`src/chpl_pkg.sv`:
```
// ============================================================================
// chpl_pkg
// Shared types, codes and defaults for the chained hash page lookup block.
// ============================================================================
package chpl_pkg;

    localparam int unsigned MAX_BUCKETS_DEF = 512;
    localparam int unsigned MAX_SLOTS_DEF   = 512 / 2;
    localparam int unsigned NUM_TYPES_DEF   = 2;

    localparam int unsigned KEY_W      = 48;
    localparam int unsigned SUM_W      = 33;
    localparam int unsigned DIV_CNT_W  = 6;
    localparam int unsigned BCNT_CFG_W = 10;
    localparam int unsigned SCNT_CFG_W = 9;

    localparam logic [BCNT_CFG_W-1:0] BCNT_RST = 10'd512;
    localparam logic [SCNT_CFG_W-1:0] SCNT_RST = 9'd256;

    typedef enum logic [1:0] {
        K_LOOKUP = 2'd0,
        K_INSERT = 2'd1,
        K_DELETE = 2'd2,
        K_CLEAR  = 2'd3
    } t_kind;

    typedef enum logic [1:0] {
        ST_OK        = 2'd0,
        ST_BAD_SLOT  = 2'd1,
        ST_NOT_FOUND = 2'd2
    } t_status;

    typedef enum logic [1:0] {
        CFG_BCNT0 = 2'd0,
        CFG_BCNT1 = 2'd1,
        CFG_SCNT0 = 2'd2,
        CFG_SCNT1 = 2'd3
    } t_cfg_idx;

    // Controller to datapath
    typedef struct packed {
        logic    load_op;
        logic    div_start;
        logic    div_step;
        logic    clr_wr;
        logic    head_rd;
        logic    ins_wr;
        logic    walk_init;
        logic    walk_rd;
        logic    walk_adv;
        logic    del_wr;
        logic    out_load;
        t_status out_status;
        logic    out_found;
    } t_cmd;

    // Datapath to controller
    typedef struct packed {
        t_kind kind;
        logic  type_bad;
        logic  slot_bad;
        logic  div_done;
        logic  clr_last;
        logic  walk_end;
        logic  key_match;
        logic  out_busy;
    } t_sts;

endpackage

```
`src/chpl_ctrl.sv`:
```
// ============================================================================
// chpl_ctrl
// Sequencer for clear sweep, bucket divide, head access and chain walk.
// ============================================================================
module chpl_ctrl
    import chpl_pkg::*;
(
    input  logic i_clk,
    input  logic i_rst_n,
    input  logic i_in_valid,
    input  t_sts i_sts,
    output logic o_in_stall,
    output t_cmd o_cmd
);

    typedef enum logic [2:0] {
        S_CLR,
        S_IDLE,
        S_DECODE,
        S_DIV,
        S_HEAD_USE,
        S_WALK_RD,
        S_WALK_CMP,
        S_DONE
    } t_state;

    t_state  r_state, n_state;
    logic    r_clr_op, n_clr_op;
    t_status r_res_status, n_res_status;
    logic    r_res_found, n_res_found;

    always_comb begin
        n_state      = r_state;
        n_clr_op     = r_clr_op;
        n_res_status = r_res_status;
        n_res_found  = r_res_found;
        o_cmd        = '0;
        o_cmd.out_status = r_res_status;
        o_cmd.out_found  = r_res_found;

        unique case (r_state)
            S_CLR: begin
                o_cmd.clr_wr = 1'b1;
                if (i_sts.clr_last) begin
                    n_state = r_clr_op ? S_DONE : S_IDLE;
                end
            end
            S_IDLE: begin
                if (i_in_valid) begin
                    o_cmd.load_op = 1'b1;
                    n_state       = S_DECODE;
                end
            end
            S_DECODE: begin
                n_res_status = ST_OK;
                n_res_found  = 1'b0;
                priority if (i_sts.kind == K_CLEAR) begin
                    n_clr_op = 1'b1;
                    n_state  = S_CLR;
                end else if (i_sts.type_bad) begin
                    n_res_status = (i_sts.kind == K_INSERT) ? ST_BAD_SLOT : ST_NOT_FOUND;
                    n_state      = S_DONE;
                end else if (i_sts.kind == K_INSERT && i_sts.slot_bad) begin
                    n_res_status = ST_BAD_SLOT;
                    n_state      = S_DONE;
                end else begin
                    o_cmd.div_start = 1'b1;
                    n_state         = S_DIV;
                end
            end
            S_DIV: begin
                if (i_sts.div_done) begin
                    o_cmd.head_rd = 1'b1;
                    n_state       = S_HEAD_USE;
                end else begin
                    o_cmd.div_step = 1'b1;
                end
            end
            S_HEAD_USE: begin
                if (i_sts.kind == K_INSERT) begin
                    o_cmd.ins_wr = 1'b1;
                    n_state      = S_DONE;
                end else begin
                    o_cmd.walk_init = 1'b1;
                    n_state         = S_WALK_RD;
                end
            end
            S_WALK_RD: begin
                if (i_sts.walk_end) begin
                    n_res_status = ST_NOT_FOUND;
                    n_state      = S_DONE;
                end else begin
                    o_cmd.walk_rd = 1'b1;
                    n_state       = S_WALK_CMP;
                end
            end
            S_WALK_CMP: begin
                if (i_sts.key_match) begin
                    if (i_sts.kind == K_DELETE) begin
                        o_cmd.del_wr = 1'b1;
                    end else begin
                        n_res_found = 1'b1;
                    end
                    n_state = S_DONE;
                end else begin
                    o_cmd.walk_adv = 1'b1;
                    n_state        = S_WALK_RD;
                end
            end
            S_DONE: begin
                if (!i_sts.out_busy) begin
                    o_cmd.out_load = 1'b1;
                    n_clr_op       = 1'b0;
                    n_state        = S_IDLE;
                end
            end
            default: n_state = S_IDLE;
        endcase
    end

    always_ff @(posedge i_clk) begin
        if (!i_rst_n) begin
            r_state      <= S_CLR;
            r_clr_op     <= 1'b0;
            r_res_status <= ST_OK;
            r_res_found  <= 1'b0;
        end else begin
            r_state      <= n_state;
            r_clr_op     <= n_clr_op;
            r_res_status <= n_res_status;
            r_res_found  <= n_res_found;
        end
    end

    assign o_in_stall = (r_state != S_IDLE);

endmodule

```
`config.mk`:
```
export PLATFORM = sky130hd
export DESIGN_NAME = chpl_ctrl
export DESIGN_NICKNAME = d
export VERILOG_FILES = /design/src/chpl_pkg.sv /design/src/chpl_ctrl.sv
export SDC_FILE = /design/constraint.sdc
export NUM_CORES = 1
export LEC_CHECK = 0
export BUFFER_PORTS_ARGS = -buffer_cell sky130_fd_sc_hd__clkbuf_2
export CAP_MARGIN = 20
export CORE_MARGIN = 5
export CORE_UTILIZATION = 40
export CTS_CLUSTER_SIZE = 8
export DETAILED_ROUTE_END_ITERATION = 6
export PLACE_DENSITY = 0.76
export SETUP_SLACK_MARGIN = 0.3
export SLEW_MARGIN = 20
export SYNTH_ARGS = -nofsm -noshare
export SYNTH_HDL_FRONTEND = slang
export SYNTH_SLANG_ARGS = --single-unit
export TNS_END_PERCENT = 10
```
`constraint.sdc`:
```
create_clock -name i_clk -period 1.75 [get_ports i_clk]
set_clock_uncertainty 0.2 [all_clocks]
set_input_delay 0.175 -clock i_clk [delete_from_list [all_inputs] [get_ports i_clk]]
set_output_delay 0.175 -clock i_clk [all_outputs]
set_load 0.005 [all_outputs]
```
Yosys cells after proc, flatten, opt, wreduce, memory -nomap -nowiden

Cells that the tools add are included.

Equal/unequal tests: 19
Multiplexer cells: 46
Reduce and logical (&&, ||, !) cells: 9

Operator list:

| cell                 | number |
|---|---|
| $mux W1              | 26 |
| $mux W3              | 8 |
| $pmux W3 S8          | 1 |
| $mux W2              | 8 |
| $ne A2 B2 Y1 const B | 8 |
| $eq A3 B3 Y1 const B | 4 |
| $eq A3 B2 Y1 const B | 2 |
| $reduce_and A3 Y1    | 2 |
| $reduce_bool A2 Y1   | 3 |
| $eq A2 B2 Y1 const B | 2 |
| $pmux W1 S2          | 2 |
| $pmux W2 S2          | 1 |
| $reduce_and A4 Y1    | 1 |
| $eq A3 B1 Y1 const B | 1 |
| $logic_not A3 Y1     | 1 |
| $ne A3 B1 Y1 const B | 1 |
| $eq A2 B1 Y1 const B | 1 |
| $reduce_and A2 Y1    | 1 |
| $logic_and A1 B1 Y1  | 1 |

Flip-flop bits (word level): 7
Input bits: 12
Output and inout port bits: 15
Word-level logic and storage cells: 78

Longest topological paths before layout

Depth after elaboration: 6
Mapped depth: 5
Mapped depth without buffers: 4

Worst setup path after synthesis

OpenSTA, ideal clock, no wires.

Kind: reg2reg
Start: reg r_state[0]
End: reg r_state[2]
Library setup time: 0.126 ns
Arrival time: 1.128 ns
Data required time: 1.424 ns
Setup slack: 0.296 ns
Cell stages (with the launch flop): 5
Buffers on the path: 0
Clock period less this slack: 1.454 ns
Path through: dfxtp_1 > mux2_2 > o22a_1 > o21ai_0 > a21oi_1

Longest elaborated chain between the ends: 3
Elaborated cells between the ends (all ways): 14
Those cells by class: eq/ne: 11; mux: 1; reduce/logical: 2

Ends and longest elaborated chain:

| item                                       | line             | RTL |
|---|---|---|
| start: declaration                         | chpl_ctrl.sv:27  | `t_state r_state, n_state;` |
| start signal: assignment                   | chpl_ctrl.sv:128 | `r_state <= n_state;` |
| $eq A3 B2 Y1, or another cell as far along | chpl_ctrl.sv:41  | `unique case (r_state)` |
| $ne A2 B2 Y1 (no line)                     | --               |  |
| $reduce_and A4 Y1 (no line)                | --               |  |

Several ways; a longest one is shown, not always the timed one.
A chain may end at the register's enable or synchronous reset.

==> results.json <==
{
  "status": "completed",
  "drt-total-wl_mm": 1.852,
  "h-tree-depth": 1,
  "period_share": 0.9032,
  "power.total_mw": 1.352,
  "postSynthAreaPerCell_um2": 7.721,
  "hold_violations": 0,
  "drtPass1Iterations": 4,
  "std_cell_rows": 13,
  "drt-vias-per-instance": 5.553,
  "die_x_um": 48.30,
  "fin_nets": 130,
  "clockBufferDepth": 2,
  "yosys-top-cells-area": "dfxtp_1 24%, o21ai_0 7.7%, a21oi_1 5.1%",
  "multi_input_area_um2": 460.4,
  "yosys.cell_types.count": 35,
  "coreArea_mm2": 0.001350,
  "vdd_drop_max_uv": 819.7,
  "slew_violations": 0,
  "synth_edf_count": 0,
  "worst-slew-pin-transition_ns": 0.3757,
  "synthesis.nets": 88,
  "min_path_cells": 3,
  "grt_pass1_vias": 736,
  "start_kind": "flop",
  "end_kind": "output pin",
  "drive_gt1_frac": 0.5385,
  "synth_cells": 76,
  "fin_cells": 132,
  "grt_usage": 0.1738,
  "ys.flop_type": "dfxtp_1",
  "syn_to_final_growth_pct": 58.00,
  "dp_cells": 116,
  "initial_core_util": 0.4347,
  "antennaDiodeCount": 0,
  "antenna_found_initial": 0,
  "grt_pass1_wl_mm": 3.318,
  "port_buffers": 26,
  "required_ns": 1.37,
  "seq_area_frac_synth": 0.2388,
  "gp_congestion": 0.8047,
  "numCtsBuffers": 3,
  "maxCapViolCount": 0,
  "first_iter_violations": 14,
  "cp_max_fo": 6,
  "synth-seq-cells": 7,
  "clkSinkCount": 7,
  "hold_path_class": "input port to flop",
  "clkTransAtPathRegs_ns": 0.05,
  "arrival_ns": 1.21,
  "drt-wirelength-per-cell_um": 14.03,
  "postRouteAntennaNets": 0,
  "powerDensity_mw_per_mm2": 1458,
  "overflow": 0,
  "vias": 733,
  "yosysMostFrequentCell": "o21ai_0",
  "p_leak_nw": 0.4232,
  "synthTopCellsByCount": "9 x o21ai_0, 7 x dfxtp_1, 6 x a21oi_1",
  "dpl.hpwl_mm": 1.213,
  "dieArea_mm2": 0.002333,
  "clk-insertion-delay-late_ns": 0.26,
  "syn_area_um2": 586.8,
  "root_buffer": "clkbuf_4",
  "cts_tree": "done",
  "min_period_ns": 1.581,
  "setup_violations": 0,
  "synth_area_leader_cell": "dfxtp_1",
  "yosysWarnings": 0,
  "crit_type": "flop to output pin",
  "slew_headroom": 0.7468,
  "num-fill-cells": 109,
  "drcViolationCount": 0,
  "yosysTopAreaCellShare": 0.2388,
  "reg2reg_depth": 5,
  "fp.dieH_um": 48.30,
  "ioPinCount": 27,
  "grt_max_degree": 10,
  "final_core_util": 0.6867,
  "rsz0062_at_grt": "true",
  "finalSetupTns_ns": 0,
  "synthArstFlopShare": 0,
  "regArea_um2": 151.4,
  "fmax_ghz": 0.6326
}
[cells by family (layout without fill, tap and decap cells)]
family	count (synthesis)	count (layout)	synth area share
buffers and inverters	8	49	0.09168
DFF	7	7	0.2388
AOI/OAI and AO/OA	27	27	0.3220
and+or+nand+nor	33	33	0.3284
muxes	1	1	0.01919
[per-stage QoR]
step	setup slack (ns)	hold slack (ns)	instance area (µm²)
after floorplan	0.3757	0.09834	588.1
after global placement	0.1394	0.2741	724.4
after detailed placement	0.1183	0.2786	724.4
after CTS	0.1697	0.04514	909.6
after global routing	0.1164	0.07874	927.1
final	0.1693	0.05913	927.1
[final timing paths]
path | start | slack [ns] | end
max | r_state[1] | 0.17 | o_cmd[8]
min | i_in_valid | 0.06 | r_state[1]
max reg2reg | r_state[0] | 0.19 | r_state[1]
min reg2reg | r_res_status[1] | 0.32 | r_res_status[1]
[final cells by class]
type,count,share of cell area
Multi-Input combinational cell,61,0.4966
Timing Repair Buffer,42,0.2767
Sequential cell,7,0.1633
Clock buffer,4,0.02834
Tap cell,15,0.02024
Inverter,3,0.01484
[worst max-delay path, stage by stage (launching register included)]
cell and delay (ns):
dfxtp_4 0.36, buf_4 0.16, nor4b_4 0.28, clkbuf_2 0.15
[sequential cells by signal, summed over array words and instances, names as in the netlist]
name,flops
r_state,3
r_res_status,2
r_res_found,1
r_clr_op,1
[metal layers]
metal  global-route usage  share of wire  vias up
li1                     -              -      363
met1               0.1971           0.43      336
met2               0.2891           0.46       30
met3              0.04587          0.080        4
met4              0.09677          0.023        0
met5                    0              0        -
[layout by cell type, fill, tap and decap left out, types with 2 or more instances in the layout]
| cell | n |
|---|---|
| clkbuf_2 | 25 |
| buf_4 | 14 |
| o21ai_0 | 9 |
| a21oi_1 | 6 |
| nand2_1 | 4 |
| nor2_1 | 4 |
| dfxtp_1 | 4 |
| nor2b_1 | 3 |
| and2_1 | 3 |
| clkbuf_4 | 3 |
| dfxtp_4 | 3 |
| nor3b_1 | 2 |
| inv_1 | 2 |
| and3_1 | 2 |
| nor3_1 | 2 |
[where the power goes]
group	leakage [nW]	internal, mW	switching, mW
clock network	0.0150	0.0872	0.0629
logic	0.349	0.467	0.411
registers	0.0593	0.233	0.0911
total	0.423	0.787	0.565
[what timing repair did]
item / in CTS / in global routing
gates resized for setup: 18 / 5
setup endpoints to repair: 17 / 16
pin swaps: 1 / 2
hold endpoints to repair: 1 / 0
setup buffers: 11 / 0
hold buffers: 1 / 0
No activity file was read; power rests on OpenSTA's default activity.
